`src/hdl/rmfr_pkg.sv`:
```
// Shared types and constants for the repeated-marker frame receiver.
// No dependencies; imported by every module of the block but rmfr_in_reg.
package rmfr_pkg;

  // Largest payload size the block will ever accept, whatever max_payload says
  localparam logic [31:0] PAYLOAD_LIMIT = 32'd65535;

  // Frame layout
  localparam logic [7:0]  MARKER_MIN    = 8'h81;
  localparam logic [31:0] CHECK_SEED    = 32'h5555_5555;
  localparam logic [15:0] SIZE_SAT      = 16'hFFFF;

  // Result status codes
  typedef enum logic [1:0] {
    ST_BUSY   = 2'd0,
    ST_GOOD   = 2'd1,
    ST_BADCHK = 2'd2,
    ST_OVER   = 2'd3
  } status_t;

  // One result transaction
  typedef struct packed {
    status_t     status;
    logic [7:0]  data;
    logic        data_valid;
    logic [6:0]  command;
    logic [15:0] size;
    logic        last;
  } result_t;

endpackage

```
`src/hdl/rmfr_in_reg.sv`:
```
// Input register stage: captures one received byte per transaction.
// No package dependencies; feeds rmfr_frame_fsm through the top level.
module rmfr_in_reg
(
  input  logic       clk,
  input  logic       rst_n,
  input  logic       in_valid,
  output logic       in_ready,
  input  logic [7:0] in_rx_byte,
  input  logic       advance,
  output logic       byte_valid,
  output logic [7:0] rx_byte
);

  logic       valid_r, valid_nxt;
  logic [7:0] byte_r,  byte_nxt;

  // Free when empty or when the held byte moves on this cycle
  assign in_ready = !valid_r || advance;

  always_comb begin
    valid_nxt = valid_r;
    byte_nxt  = byte_r;
    if (in_valid && in_ready) begin
      valid_nxt = 1'b1;
      byte_nxt  = in_rx_byte;
    end else if (advance) begin
      valid_nxt = 1'b0;
    end
  end

  always_ff @(posedge clk) begin
    if (!rst_n) begin
      valid_r <= 1'b0;
    end else begin
      valid_r <= valid_nxt;
    end
    byte_r <= byte_nxt;
  end

  assign byte_valid = valid_r;
  assign rx_byte    = byte_r;

endmodule

```
`src/hdl/rmfr_frame_fsm.sv`:
```
// Frame tracking state: marker hunt, header capture, payload and verdict.
// Depends on rmfr_pkg for status codes, the result struct and constants.
module rmfr_frame_fsm
  import rmfr_pkg::*;
(
  input  logic        clk,
  input  logic        rst_n,
  input  logic        step,
  input  logic [7:0]  rx_byte,
  input  logic [15:0] max_payload,
  output logic        res_valid,
  output result_t     res
);

  typedef enum logic [1:0] {
    PH_HUNT    = 2'd0,
    PH_HEADER  = 2'd1,
    PH_PAYLOAD = 2'd2
  } phase_t;

  phase_t      phase_r,       phase_nxt;
  logic [7:0]  marker_byte_r, marker_byte_nxt;
  logic [2:0]  marker_cnt_r,  marker_cnt_nxt;
  logic [2:0]  hdr_idx_r,     hdr_idx_nxt;
  logic [31:0] size_word_r,   size_word_nxt;
  logic [31:0] check_word_r,  check_word_nxt;
  logic [7:0]  run_xor_r,     run_xor_nxt;
  logic [15:0] pay_cnt_r,     pay_cnt_nxt;

  logic [31:0] limit;
  logic [31:0] res_size_word;

  // Effective limit is the smaller of the register and the hard cap
  assign limit = ({16'd0, max_payload} < PAYLOAD_LIMIT) ? {16'd0, max_payload}
                                                        : PAYLOAD_LIMIT;

  // Check word compared in full against the seed with the payload XOR folded in
  function automatic status_t check_verdict(input logic [31:0] chk, input logic [7:0] x);
    return (chk == (CHECK_SEED ^ {24'd0, x})) ? ST_GOOD : ST_BADCHK;
  endfunction

  always_comb begin
    phase_nxt       = phase_r;
    marker_byte_nxt = marker_byte_r;
    marker_cnt_nxt  = marker_cnt_r;
    hdr_idx_nxt     = hdr_idx_r;
    size_word_nxt   = size_word_r;
    check_word_nxt  = check_word_r;
    run_xor_nxt     = run_xor_r;
    pay_cnt_nxt     = pay_cnt_r;
    res_size_word   = size_word_r;

    res_valid       = 1'b0;
    res.status      = ST_BUSY;
    res.data        = 8'd0;
    res.data_valid  = 1'b0;
    res.last        = 1'b0;

    case (phase_r)
      // Header: four size bytes then four check bytes, little-endian
      PH_HEADER: begin
        hdr_idx_nxt = hdr_idx_r + 3'd1;
        if (!hdr_idx_r[2]) begin
          size_word_nxt[{hdr_idx_r[1:0], 3'b000} +: 8] = rx_byte;
        end else begin
          check_word_nxt[{hdr_idx_r[1:0], 3'b000} +: 8] = rx_byte;
        end
        res_size_word = size_word_nxt;
        if (&hdr_idx_r) begin
          if (size_word_nxt > limit) begin
            res_valid      = 1'b1;
            res.status     = ST_OVER;
            res.last       = 1'b1;
            phase_nxt      = PH_HUNT;
            marker_cnt_nxt = 3'd0;
            hdr_idx_nxt    = 3'd0;
          end else begin
            run_xor_nxt = 8'd0;
            pay_cnt_nxt = 16'd0;
            if (size_word_nxt == 32'd0) begin
              // Empty payload: verdict on the last header byte
              res_valid      = 1'b1;
              res.status     = check_verdict(check_word_nxt, 8'd0);
              res.last       = 1'b1;
              phase_nxt      = PH_HUNT;
              marker_cnt_nxt = 3'd0;
              hdr_idx_nxt    = 3'd0;
            end else begin
              phase_nxt = PH_PAYLOAD;
            end
          end
        end
      end

      // Payload: stream each byte, verdict rides on the final one
      PH_PAYLOAD: begin
        run_xor_nxt    = run_xor_r ^ rx_byte;
        pay_cnt_nxt    = pay_cnt_r + 16'd1;
        res_valid      = 1'b1;
        res.data       = rx_byte;
        res.data_valid = 1'b1;
        if ({16'd0, pay_cnt_nxt} >= size_word_r) begin
          res.status     = check_verdict(check_word_r, run_xor_nxt);
          res.last       = 1'b1;
          phase_nxt      = PH_HUNT;
          marker_cnt_nxt = 3'd0;
          hdr_idx_nxt    = 3'd0;
        end
      end

      // Hunt for eight equal marker bytes
      default: begin
        phase_nxt = PH_HUNT;
        if ((marker_cnt_r != 3'd0) && (rx_byte == marker_byte_r)) begin
          marker_cnt_nxt = marker_cnt_r + 3'd1;
          if (&marker_cnt_r) begin
            marker_cnt_nxt = 3'd0;
            hdr_idx_nxt    = 3'd0;
            size_word_nxt  = 32'd0;
            check_word_nxt = 32'd0;
            phase_nxt      = PH_HEADER;
          end
        end else if (rx_byte >= MARKER_MIN) begin
          marker_byte_nxt = rx_byte;
          marker_cnt_nxt  = 3'd1;
        end else begin
          marker_cnt_nxt = 3'd0;
        end
      end
    endcase

    // Command is the marker byte less 128; size saturates at 16 bits
    res.command = marker_byte_r[6:0];
    res.size    = (|res_size_word[31:16]) ? SIZE_SAT : res_size_word[15:0];
  end

  always_ff @(posedge clk) begin
    if (!rst_n) begin
      phase_r       <= PH_HUNT;
      marker_byte_r <= 8'd0;
      marker_cnt_r  <= 3'd0;
      hdr_idx_r     <= 3'd0;
      size_word_r   <= 32'd0;
      check_word_r  <= 32'd0;
      run_xor_r     <= 8'd0;
      pay_cnt_r     <= 16'd0;
    end else if (step) begin
      phase_r       <= phase_nxt;
      marker_byte_r <= marker_byte_nxt;
      marker_cnt_r  <= marker_cnt_nxt;
      hdr_idx_r     <= hdr_idx_nxt;
      size_word_r   <= size_word_nxt;
      check_word_r  <= check_word_nxt;
      run_xor_r     <= run_xor_nxt;
      pay_cnt_r     <= pay_cnt_nxt;
    end
  end

endmodule

```
`src/hdl/rmfr_out_reg.sv`:
```
// Result register: holds one result transaction until the consumer takes it.
// Depends on rmfr_pkg for the result struct.
module rmfr_out_reg
  import rmfr_pkg::*;
(
  input  logic    clk,
  input  logic    rst_n,
  input  logic    load,
  input  result_t res,
  output logic    space,
  output logic    out_valid,
  input  logic    out_ready,
  output result_t out_res
);

  logic    valid_r, valid_nxt;
  result_t res_r,   res_nxt;

  // A new result may enter when empty or when the held one leaves now
  assign space = !valid_r || out_ready;

  always_comb begin
    valid_nxt = valid_r;
    res_nxt   = res_r;
    if (load) begin
      valid_nxt = 1'b1;
      res_nxt   = res;
    end else if (out_ready) begin
      valid_nxt = 1'b0;
    end
  end

  always_ff @(posedge clk) begin
    if (!rst_n) begin
      valid_r <= 1'b0;
    end else begin
      valid_r <= valid_nxt;
    end
    res_r <= res_nxt;
  end

  assign out_valid = valid_r;
  assign out_res   = res_r;

endmodule

```
`src/hdl/repeated_marker_frame_receiver_unit.sv`:
```
// Repeated-marker frame receiver, top level. Takes one received byte per
// transaction and accepts a new byte every cycle while results keep flowing;
// a byte passes through an input register and a result register before its
// result appears. The frame state update between those registers sets the
// one-byte-per-cycle figure. A frame is eight equal marker bytes of 0x81 or
// above, a little-endian 32-bit size and check word, then the payload; every
// payload byte is a result and the last result of a frame carries the verdict.
// max_payload is written through the cfg port, always ready; the user must
// write it only while the block is idle, which the block does not enforce.
// Depends on rmfr_pkg, rmfr_in_reg, rmfr_frame_fsm and rmfr_out_reg.
module repeated_marker_frame_receiver_unit
  import rmfr_pkg::*;
(
  input  logic        clk,
  input  logic        rst_n,
  input  logic        in_valid,
  output logic        in_ready,
  input  logic [7:0]  in_rx_byte,
  output logic        out_valid,
  input  logic        out_ready,
  output logic [1:0]  out_status,
  output logic [7:0]  out_payload,
  output logic        out_payload_valid,
  output logic [6:0]  out_command,
  output logic [15:0] out_frame_size,
  output logic        out_last,
  input  logic        cfg_valid,
  output logic        cfg_ready,
  input  logic [15:0] cfg_max_payload
);

  logic        byte_valid;
  logic [7:0]  rx_byte;
  logic        space;
  logic        step;
  logic        res_valid;
  result_t     res;
  result_t     out_res;
  logic [15:0] max_payload_r;

  // Configuration register
  assign cfg_ready = 1'b1;

  always_ff @(posedge clk) begin
    if (!rst_n) begin
      max_payload_r <= 16'hFFFF;
    end else if (cfg_valid && cfg_ready) begin
      max_payload_r <= cfg_max_payload;
    end
  end

  // A byte is processed once the result register can take its outcome
  assign step = byte_valid && space;

  rmfr_in_reg u_in_reg (
    .clk        (clk),
    .rst_n      (rst_n),
    .in_valid   (in_valid),
    .in_ready   (in_ready),
    .in_rx_byte (in_rx_byte),
    .advance    (step),
    .byte_valid (byte_valid),
    .rx_byte    (rx_byte)
  );

  rmfr_frame_fsm u_frame_fsm (
    .clk         (clk),
    .rst_n       (rst_n),
    .step        (step),
    .rx_byte     (rx_byte),
    .max_payload (max_payload_r),
    .res_valid   (res_valid),
    .res         (res)
  );

  rmfr_out_reg u_out_reg (
    .clk       (clk),
    .rst_n     (rst_n),
    .load      (step && res_valid),
    .res       (res),
    .space     (space),
    .out_valid (out_valid),
    .out_ready (out_ready),
    .out_res   (out_res)
  );

  // Result fields
  assign out_status        = out_res.status;
  assign out_payload       = out_res.data;
  assign out_payload_valid = out_res.data_valid;
  assign out_command       = out_res.command;
  assign out_frame_size    = out_res.size;
  assign out_last          = out_res.last;

endmodule

```
`config.mk`:
```
export PLATFORM = sky130hd
export DESIGN_NAME = repeated_marker_frame_receiver_unit
export DESIGN_NICKNAME = d
export VERILOG_FILES = /design/src/hdl/rmfr_pkg.sv /design/src/hdl/rmfr_in_reg.sv /design/src/hdl/rmfr_frame_fsm.sv /design/src/hdl/rmfr_out_reg.sv /design/src/hdl/repeated_marker_frame_receiver_unit.sv
export SDC_FILE = /design/constraint.sdc
export NUM_CORES = 1
export LEC_CHECK = 0
export BUFFER_PORTS_ARGS = -buffer_cell sky130_fd_sc_hd__buf_2
export CAP_MARGIN = 20
export CORE_MARGIN = 2
export CORE_UTILIZATION = 40
export CTS_CLUSTER_DIAMETER = 50
export CTS_CLUSTER_SIZE = 40
export DETAILED_ROUTE_END_ITERATION = 8
export GPL_ROUTABILITY_DRIVEN = 0
export PLACE_DENSITY_LB_ADDON = 0.3
export SYNTH_ARGS = -nofsm -noshare
export SYNTH_HDL_FRONTEND = slang
export SYNTH_SLANG_ARGS = --single-unit
```
`constraint.sdc`:
```
create_clock -name clk -period 10.2 [get_ports clk]
set_clock_uncertainty 0.1 [all_clocks]
set_input_delay 0.51 -clock clk [delete_from_list [all_inputs] [get_ports clk]]
set_output_delay 0.51 -clock clk [all_outputs]
set_load 0.02 [all_outputs]
```
==> metrics, run 1 <==
maximum capacitance violations 0; Detail Route Antenna Nets 0; Pleak 3.74 nW; XOR/XNOR share of the synthesized area 3.90%; synth top area cells dfxtp_1 (29%), edfxtp_1 (15%), ha_1 (6.5%); worst ir drop on vdd 79.8 uV; Fin Setup TNS 0 ns; die height 150 um; Residual DRC 0; WL/cell 18.9 um; top-count cell post-synth dfxtp_1; CTS tree yes; H-tree depth 4; drt first pass iters 5; top cell type's share of synthesized area 28.6%; worst skew pair latency 0.44 ns; Longest Clk Path Bufs 2; Synth top cells by count dfxtp_1 (122), inv_1 (100), nand2_1 (85); worst r2r src u_frame_fsm.hdr_idx_r[0]$_SDFFE_PN0P_; layout cells sized above 1 about 14%; PwrDens roughly 150 nW/um^2; Tot Pwr 1.45 mW; Via Count 7217; antenna violations before repair 0; hold buffer count at CTS 0; Tmin final 4.94 ns; TritonCTS buffer count 17; asr flop ratio synth 0%; HP Class input pin to flop; first-pass GRT wire length 38200 um; Final nets 1052; clk slew on worst S/H paths 0.07 ns; worst-margin pin slew 1.05 ns; status finished, final reports clean; Post-Synthesis Cells 940; mux cell area share after synthesis 1.55%; Seq cells post-synth 165; Yosys cell types 68; CP Data Arrival Time about 5.2 ns; Root Driver clkbuf_16; Reg2Reg Setup Slack 5.26 ns; fmax about 0.20 GHz; period utilization about 48%; routed wire length 24000 um; Ant. Diodes 0; Syn-to-layout area delta 13.7%; setup violators final 0; R2R Path End u_frame_fsm.run_xor_r[1]$_SDFFE_PN0P_; Required @ worst endpoint 10.43 ns; post-CTS setup buffers 0; Slew HR 30.3%; die area 22500 um^2; largest family of logic cells by synthesized area compound AO/OA/AOI/OAI gates; Synth Cell Area between 8000 and 9000 um^2; Pins Over Slew Limit 0; chip width about 150 um; sequential element share of the synthesized area 43.8%; ys flop type dfxtp_1; crit start category flop; Final Hold Viols 0; CP Max Fanout 14; Core Util, Final 46.3%; Mapped Nets 1013; CTS sink count 165; Synth Warn # 0; Critical Path Start u_frame_fsm.hdr_idx_r[0]$_SDFFE_PN0P_; PortBufs 65; # rows 53; CP endpoint u_frame_fsm.run_xor_r[1]$_SDFFE_PN0P_; CP Class flop to flop; syn_area_per_cell 9.08 um^2; path depth of the worst reg2reg path 13; number of top-level pins 67; unrepaired setup endpoints after global routing no; Detail Placement HPWL 16400 um; largest net degree at the start of global routing 59; Initial Util 40.7%; post-synthesis compound-gate area fraction 21.5%; post-CTS resize count 0; grt ovf 0; CP endpoint kind flop; Post-synth EDFFs between 40 and 50; Post-Synth Adder-Cell Area roughly 6.5%; Tot GR Track Use 21.9%; vias in the first global route 6919; share of synthesized cell area in and, or, nand and nor gates 15.6%; vias per cell 5.70; CORE AREA 21000 um^2; DRT iter0 DRCs 583; area leader, netlist dfxtp_1
-- sequential cells by signal, indices dropped and copies added (netlist names) --
signal                     count
u_out_reg.out_res             35
u_frame_fsm.check_word_r      32
u_frame_fsm.size_word_r       32
max_payload_r                 16
u_frame_fsm.pay_cnt_r         16
u_frame_fsm.marker_byte_r      8
u_frame_fsm.run_xor_r          8
u_in_reg.rx_byte               8
u_frame_fsm.hdr_idx_r          3
u_frame_fsm.marker_cnt_r       3
u_frame_fsm.phase_r            2
u_in_reg.byte_valid            1
u_out_reg.out_valid            1
-- final cells by class --
type,instances,area (um^2)
Inverter,101,379
Clock buffer,21,472
Tap cell,275,344
Fill cell,2085,11300
Multi-Input combinational cell,616,4190
Timing Repair Buffer,78,430
Clock inverter,11,148
Sequential cell,165,3730
-- kinds of logic (layout without fill, tap and decap cells) --
group | count (synthesis) | count (layout)
AO/OA/AOI/OAI | 250 | 250
adder cells (fa/ha/maj) | 44 | 44
multiplexers | 13 | 13
other | 1 | 1
AND/OR/NAND/NOR | 270 | 270
buffers and inverters | 159 | 211
XOR/XNOR | 38 | 38
flip-flops | 165 | 165
-- layout by cell type (no fill, tap or decap), types with 16 or more instances in the layout --
cell,synthesis,routed
a22oi_1,16,16
buf_2,10,65
o211ai_1,34,34
edfxtp_1,43,43
o21ai_0,17,17
nand2_1,85,85
a21oi_1,41,40
o22ai_1,48,48
clkbuf_16,0,18
nand4_1,19,19
inv_1,100,100
xnor2_1,30,30
ha_1,44,44
nor2_1,63,63
dfxtp_1,122,122
nand3_1,32,32
-- through the flow --
stage	hold slack (ns)	setup slack (ns)	cells	cell area [um^2]
floorplan	0.324	4.81	940	8530
finish	0.151	5.26	1267	9700
detailed placement	0.341	5.33	1234	9070
CTS	0.148	5.29	1266	9690
global route	0.139	4.84	1267	9700
global placement	0.335	5.46	1233	9060
-- worst max-delay path, cell delays in order, from the launching register on --
cell and delay [ns]:
dfxtp_1 0.61, inv_1 0.12, ha_1 0.43, nor4b_2 0.79
a22o_1 0.28, ha_1 0.25, a21oi_1 0.13, o21ai_0 0.12
a221oi_1 0.47, nor3_1 0.15, o31ai_2 0.25, buf_4 0.23
nand2_1 0.43, o41ai_1 0.46
-- layer usage --
layer / vias to the layer above / part of all wire (%) / track usage, %
li1: 3489 / - / -
met1: 3426 / 45 / 29.2
met2: 244 / 45 / 34.7
met3: 58 / 5.7 / 4.27
met4: 0 / 3.6 / 9.15
met5: - / 0 / 0
-- where the power goes --
part           internal (mW)  switching [mW]
clock network          0.407           0.270
logic                 0.0263          0.0507
registers              0.678          0.0132
total                   1.11           0.334
-- how the worst min path moves through the flow --
stage	start	slack, ns	depth (start not counted)	to
2_1_floorplan	u_frame_fsm.check_word_r[10]$_SDFFE_PN0P_	0.32	2	u_frame_fsm.check_word_r[10]$_SDFFE_PN0P_
3_3_place_gp	u_frame_fsm.check_word_r[8]$_SDFFE_PN0P_	0.33	2	u_frame_fsm.check_word_r[8]$_SDFFE_PN0P_
3_5_place_dp	u_frame_fsm.size_word_r[20]$_SDFFE_PN0P_	0.34	2	u_frame_fsm.size_word_r[20]$_SDFFE_PN0P_
4_1_cts	in_rx_byte[3]	0.15	1	u_in_reg.rx_byte[3]$_DFFE_PP_
5_1_grt	in_rx_byte[3]	0.14	1	u_in_reg.rx_byte[3]$_DFFE_PP_
6_report	in_rx_byte[7]	0.15	1	u_in_reg.rx_byte[7]$_DFFE_PP_
No activity file was read; power rests on OpenSTA's default activity.
==> run 2: changes to the inputs <==
--- a/config.mk
+++ b/config.mk
@@ -5,6 +5,7 @@
 export SDC_FILE = /design/constraint.sdc
 export NUM_CORES = 1
 export LEC_CHECK = 0
+export ABC_AREA = 1
 export BUFFER_PORTS_ARGS = -buffer_cell sky130_fd_sc_hd__buf_2
 export CAP_MARGIN = 20
 export CORE_MARGIN = 2
==> constraint.sdc (replaced) <==
create_clock -name clk -period 4 [get_ports clk]
set_clock_uncertainty 0.1 [all_clocks]
set_input_delay 0.2 -clock clk [delete_from_list [all_inputs] [get_ports clk]]
set_output_delay 0.2 -clock clk [all_outputs]
set_load 0.02 [all_outputs]
==> metrics, run 2 <==
period utilization 90.2% (+42 points); asr flop ratio synth 0% (unchanged); Slew HR 39.3% (+9.0 points); worst skew pair latency 0.45 ns (about the same); CP Data Arrival Time 3.64 ns (-1.52 ns); DRT iter0 DRCs 716 (+23%); HP Class input pin to flop; most common cell after layout, fill and taps aside nand2_1; sequence of cells on the critical path inv_1, ha_1, inv_2, nor2_4, nand2_1, o21ai_1, ha_1, nand2_1, inv_1, nand3_1, nor2_1, nand2_1, nand2_1, nand2_1, nand3_1, nand2_1, nand2_1, nand2_1, inv_1, buf_4; Mapped Nets 1441 (+42%); vias in the first global route 8124 (+17%); die area 24800 um^2 (+10%); Tmin final 3.61 ns (-1.33 ns); Required @ worst endpoint 4.04 ns (-6.39 ns); fmax 0.277 GHz (+37%); unrepaired setup endpoints after global routing no; WP buf/inv 5 (+3); Post-synth EDFFs 43 (unchanged); CP Class flop to flop; first-pass GRT wire length 42000 um (+10%); CP top delay family simple AND/OR/NAND/NOR gates; routed wire length 26500 um (+10%); commonest non-fill, non-tap cells in the layout nand2_1 (361), nor2_1 (191), inv_1 (151), dfxtp_1 (122), o21ai_0 (106); worst-margin pin slew 0.909 ns (-0.136 ns); WL met3 1660 um (+21%); uppermost routed layer met4; Pins Over Slew Limit 0 (unchanged); Detail Route Antenna Nets 0 (unchanged); sequential element share of the synthesized area 39.6% (-4.2 points); clk slew on worst S/H paths 0.08 ns (about the same); synth top area cells dfxtp_1 (26%), nand2_1 (14%), edfxtp_1 (14%); Synth Cell Area 9440 um^2 (+11%); Syn-to-layout area delta 15.9%; # rows 56 (+5.7%); syn_area_per_cell 6.90 um^2 (-24%); Worst path max stage delay 0.45 ns (-0.34 ns); vias per cell 5.08 (-11%); Yosys cell types 43 (-37%); Detail Placement HPWL 19300 um (+17%); top-count cell post-synth nand2_1; H-tree depth 4 (unchanged); grt ovf 0 (unchanged); number of top-level pins 67 (unchanged); PortBufs 65 (unchanged); crit start category flop; Synth Warn # 0 (unchanged); layout cells sized above 1 10.4% (-3.3 points); post-CTS setup buffers 0 (unchanged); PwrDens 379 nW/um^2 (+150%); Tot GR Track Use 21.7% (-0.15 points); ys flop type dfxtp_1; drt first pass iters 6 (+1); Final Hold Viols 0 (unchanged); antenna violations before repair 1 (+1); CP endpoint kind flop; CORE AREA 23300 um^2 (+11%); Critical Path Most Common Cell nand2_1; worst ir drop on vdd 229 uV (+190%); met2 wire len 12300 um (+12%); die height 158 um (+5.0%); Core Util, Final 46.9% (+0.58 points); maximum capacitance violations 0 (unchanged); Post-Synthesis Cells 1368 (+46%); CTS sink count 165 (unchanged); Via Count 9002 (+25%); setup violators final 0 (unchanged); Synth top cells by count nand2_1 (361), nor2_1 (192), inv_1 (151); TritonCTS buffer count 17 (unchanged); Seq cells post-synth 165 (unchanged); filler instances 2335 (+12%); max reg flops 35 (unchanged); CTS tree yes; Metal-1 WL 11800 um (+8.5%); status finished, final reports clean; WL/cell 14.9 um (-21%); Ant. Diodes 0 (unchanged); largest net degree at the start of global routing 64 (+8.5%); Fin Setup TNS 0 ns (unchanged); Pleak 4.96 nW (+33%); top cell type's share of synthesized area 25.9% (-2.7 points); Residual DRC 0 (unchanged); Root Driver clkbuf_16; Final nets 1514 (+44%); critical-path cell with the highest stage delay ha_1; area leader, netlist dfxtp_1; Longest Clk Path Bufs 2 (unchanged); chip width 158 um (+5.0%); CP Max Fanout 15 (+1); Initial Util 40.4% (-0.28 points)
-- run 2: changes by cell type in the layout (fill, tap and decap cells not counted), sizes merged, moves of 11 or more --
cell         change
mux2i           -11
nand3           +35
o41ai           -18
o21ai           +90
xnor2           -23
a22o            -15
inv             +64
nor2           +133
dlygate4sd3     +25
o22ai           -48
nand2          +281
o211ai          -33
a21oi           +43
-- run 2: cell type report --
cell class	count	area [um^2]	area share, %
sequential	165	3730	34.1
multi-input combinational	981	4820	44.1
tap	319	399	3.65
inverter	163	616	5.63
clock inverter	15	191	1.75
timing repair buffer	113	752	6.88
clock buffer	17	425	3.89
-- run 2: report_power, final --
group          total [mW]  internal, mW  switching, mW
registers            1.83          1.78         0.0494
clock network        1.72         0.952          0.767
logic               0.595         0.204          0.391
-- run 2: path summary, 6_finish.rpt --
kind                                              from                                   to  slack (ns)  depth (start not counted)
max reg2reg      u_frame_fsm.hdr_idx_r[1]$_SDFFE_PN0P_  u_out_reg.out_res[27]$_SDFFCE_PN0P_        0.39                         20
min                                          out_ready     u_out_reg.out_valid$_SDFFE_PN0P_        0.05                          4
min reg2reg  u_frame_fsm.marker_byte_r[1]$_SDFFE_PN0P_      u_out_reg.out_res[18]$_DFFE_PP_        0.36                          0
max              u_frame_fsm.hdr_idx_r[1]$_SDFFE_PN0P_  u_out_reg.out_res[27]$_SDFFCE_PN0P_        0.39                         20
-- run 2: layer usage --
layer	vias to the layer above	track usage, %
met4	0	8.70
li1	4567	-
met3	57	3.28
met1	4073	29.0
met2	305	35.4
met5	-	0
-- run 2: cell families (layout without fill, tap and decap cells) --
logic type	after synthesis	count (layout)	synth area share, %
DFF	165	165	39.6
buffers and inverters	222	308	9.53
and+or+nand+nor	677	677	29.5
AOI/OAI and AO/OA	239	239	13.7
adders and majority gates	44	44	5.83
xor gates and xnor gates	20	20	1.86
other	1	1	0.0397
-- run 2: worst register-to-register path: stages, from the launching register on --
cell and delay, ns:
dfxtp_1 0.41, inv_1 0.09, ha_1 0.45, inv_2 0.11
nor2_4 0.24, nand2_1 0.12, o21ai_1 0.25, ha_1 0.17
nand2_1 0.04, inv_1 0.06, nand3_1 0.06, nor2_1 0.19
nand2_1 0.09, nand2_1 0.06, nand2_1 0.11, nand3_1 0.16
nand2_1 0.10, nand2_1 0.07, nand2_1 0.08, inv_1 0.09
buf_4 0.24
-- run 2: stage by stage --
stage	hold slack [ns]	setup slack, ns	cell area (um^2)	total power, mW	cells
2_1_floorplan	0.199	0.0834	9440	2.26	1368
3_3_place_gp	0.279	0.456	10100	2.43	1716
3_5_place_dp	0.279	0.308	10100	2.44	1716
4_1_cts	0.0472	0.282	10900	4.17	1773
5_1_grt	0.0605	0.0418	10900	4.33	1773
6_report	0.0489	0.393	10900	4.15	1773
-- run 2: timing repair --
action,CTS,global route
hold buffers,25,0
endpoints found under the setup margin,0,51
resized for setup,0,4
endpoints found under the hold margin,25,0
==> run 3: changes to the inputs <==
--- a/config.mk
+++ b/config.mk
@@ -8,6 +8,7 @@
 export ABC_AREA = 1
 export BUFFER_PORTS_ARGS = -buffer_cell sky130_fd_sc_hd__buf_2
 export CAP_MARGIN = 20
+export CORE_ASPECT_RATIO = 1.25
 export CORE_MARGIN = 2
 export CORE_UTILIZATION = 40
 export CTS_CLUSTER_DIAMETER = 50
==> metrics, run 3 (same netlist as run 2, synthesis figures left out) <==
status finished, final reports clean; crit start category flop; drt first pass iters 7 (+1); Detail Route Antenna Nets 0 (unchanged); WP buf/inv 5 (unchanged); R2R Path End u_out_reg.out_res[19]$_DFFE_PP_; CORE AREA 23000 um^2 (-1.3%); die area 24800 um^2 (about the same); CTS sink count 165 (unchanged); max reg flops 35 (unchanged); WHS Endpoint u_out_reg.out_valid$_SDFFE_PN0P_; TritonCTS buffer count 17 (unchanged); fmax 0.274 GHz (-1.2%); hold_sp out_ready; commonest non-fill, non-tap cells in the layout nand2_1 (361), nor2_1 (192), inv_1 (151), dfxtp_1 (122), o21ai_0 (106); CP Data Arrival Time 3.67 ns (+0.03 ns); routed wire length 25900 um (-2.1%); critical-path cell with the highest stage delay ha_1; Finished Layout Cells 1737 (-2.0%); Ant. Diodes 0 (unchanged); Seq pwr share 44.9% (+0.7 points); Critical Path Most Common Cell nand2_1; CTS tree yes; die height 176 um (+12%); Root Driver clkbuf_16; DRT iter0 DRCs 584 (-18%); PortBufs 65 (unchanged); sequence of cells on the critical path inv_1, ha_1, inv_2, nor2_2, nand2_1, o21ai_1, ha_1, nand2_1, inv_1, o21ai_0, a21oi_1, nor2_1, nand2_1, nand2_1, nand3_1, nand2_1, nand2_1, nand2_1, inv_1, buf_4; Detail Placement HPWL 19000 um (-1.6%); Final WS setup 0.350 ns (-0.0430 ns); clock group share of total power 40.6% (-0.9 points); grt ovf 0 (unchanged); Tot Pwr 4.07 mW (-1.8%); layout cells sized above 1 10.1% (-0.31 points); HP Class input pin to flop; Syn-to-layout area delta 15.0%; vias per cell 5.18 (+2.0%); Internal 2.83 mW (-3.7%); period utilization 91.3% (+1.1 points); NetSw 1.24 mW (+2.6%); Pleak 4.93 nW (-0.61%); chip width 141 um (-10%); Final Hold Viols 0 (unchanged); hold depth 4 (unchanged); Residual DRC 0 (unchanged); antenna violations before repair 0 (-1); clk slew on worst S/H paths 0.07 ns (about the same); DP Cell Count 1679 (-2.2%); Fin Setup TNS 0 ns (unchanged); CP endpoint kind flop; filler instances 2322 (-0.56%); CP Class flop to flop; setup violators final 0 (unchanged); Comb pwr share 14.4% (about the same); PwrDens 375 nW/um^2 (-1.1%); largest net degree at the start of global routing 61 (-4.7%); vias in the first global route 8573 (+5.5%); unrepaired setup endpoints after global routing no; first-pass GRT wire length 41900 um (-0.18%); Final nets 1509 (-0.33%); Longest Clk Path Bufs 2 (unchanged); Via Count 8996 (-0.067%); Tot GR Track Use 21.2% (-0.52 points); number of top-level pins 67 (unchanged); most common cell after layout, fill and taps aside nand2_1; worst skew pair latency 0.44 ns (about the same); worst r2r src u_frame_fsm.hdr_idx_r[1]$_SDFFE_PN0P_; worst-margin pin slew 0.875 ns (-0.0345 ns); # rows 62 (+11%); Reg2Reg Setup Slack 0.35 ns (-0.04 ns); Slew HR 41.1% (+1.8 points); Pins Over Slew Limit 0 (unchanged); Worst path max stage delay 0.43 ns (-0.02 ns); WL/cell 14.9 um (-0.11%); Initial Util 41.0% (+0.51 points); Required @ worst endpoint 4.02 ns (-0.02 ns); CP Max Fanout 19 (+4); CP top delay family simple AND/OR/NAND/NOR gates; Tmin final 3.65 ns (+0.0430 ns); post-CTS setup buffers 0 (unchanged); switching share of power 30.4% (+1.3 points); worst ir drop on vdd 294 uV (+28%); maximum capacitance violations 0 (unchanged); worst slack, placed 0.387 ns (+0.0791 ns); H-tree depth 4 (unchanged); path depth of the worst reg2reg path 20 (unchanged)
[run 3: worst max-delay path by stage]
stage / slack, ns / depth (start not counted) / to / start
2_1_floorplan: 0.08 / 23 / u_out_reg.out_res[0]$_DFFE_PP_ / u_frame_fsm.hdr_idx_r[0]$_SDFFE_PN0P_
6_report: 0.35 / 20 / u_out_reg.out_res[19]$_DFFE_PP_ / u_frame_fsm.hdr_idx_r[1]$_SDFFE_PN0P_
3_3_place_gp: 0.44 / 22 / u_out_reg.out_res[34]$_DFFE_PP_ / u_frame_fsm.pay_cnt_r[0]$_SDFFE_PN0P_
5_1_grt: 0.01 / 21 / u_frame_fsm.pay_cnt_r[6]$_SDFFE_PN0P_ / u_frame_fsm.hdr_idx_r[1]$_SDFFE_PN0P_
4_1_cts: 0.35 / 22 / u_out_reg.out_res[34]$_DFFE_PP_ / u_frame_fsm.pay_cnt_r[0]$_SDFFE_PN0P_
3_5_place_dp: 0.39 / 25 / u_frame_fsm.marker_cnt_r[1]$_SDFFE_PN0P_ / u_frame_fsm.pay_cnt_r[0]$_SDFFE_PN0P_
[run 3: what timing repair did]
| item | CTS | global route |
|---|---|---|
| hold endpoints to repair | 25 | 0 |
| endpoints found under the setup margin | 0 | 7 |
| resized for setup | 0 | 3 |
| hold buffers | 26 | 0 |
[run 3: per-layer routing]
| layer | global-route usage, % | vias up | routed length [um] |
|---|---|---|---|
| li1 | - | 4566 | - |
| met1 | 25.8 | 4070 | 11100 |
| met2 | 36.1 | 281 | 12500 |
| met3 | 3.46 | 79 | 1300 |
| met4 | 10.8 | 0 | 1070 |
| met5 | 0 | - | 0 |
[run 3: power groups by stage]
stage,logic [mW],registers (mW),clock network [mW]
after floorplan,0.411,1.85,0
after global placement,0.551,1.86,0
after detailed placement,0.559,1.87,0
after CTS,0.582,1.83,1.69
after global routing,0.677,1.84,1.75
final,0.588,1.83,1.65
[run 3: stage by stage]
| step | hold slack, ns | area, um^2 | utilization, % |
|---|---|---|---|
| 2_1_floorplan | 0.199 | 9440 | - |
| 3_3_place_gp | 0.276 | 9970 | 43.3 |
| 3_5_place_dp | 0.278 | 9970 | 43.3 |
| 4_1_cts | 0.00135 | 10800 | 47.0 |
| 5_1_grt | 0.0444 | 10900 | 47.1 |
| 6_report | 0.0178 | 10900 | 47.1 |
[run 3: area by class of cell]
cell class              count  area [um^2]  share of cell area (%)
clock buffers              17          425                    3.92
multi-input cells         981         4820                    44.4
inverters                 163          616                    5.67
well taps                 288          360                    3.32
clock inverters            15          184                    1.69
flip-flops and latches    165         3730                    34.4
repair buffers            108          713                    6.57
[run 3: worst register-to-register path: stages (launching register included)]
cell and delay (ns):
dfxtp_1 0.41, inv_1 0.09, ha_1 0.43, inv_2 0.09
nor2_2 0.24, nand2_1 0.16, o21ai_1 0.25, ha_1 0.18
nand2_1 0.04, inv_1 0.07, o21ai_0 0.11, a21oi_1 0.14
nor2_1 0.06, nand2_1 0.07, nand2_1 0.11, nand3_1 0.15
nand2_1 0.10, nand2_1 0.07, nand2_1 0.10, inv_1 0.09
buf_4 0.28
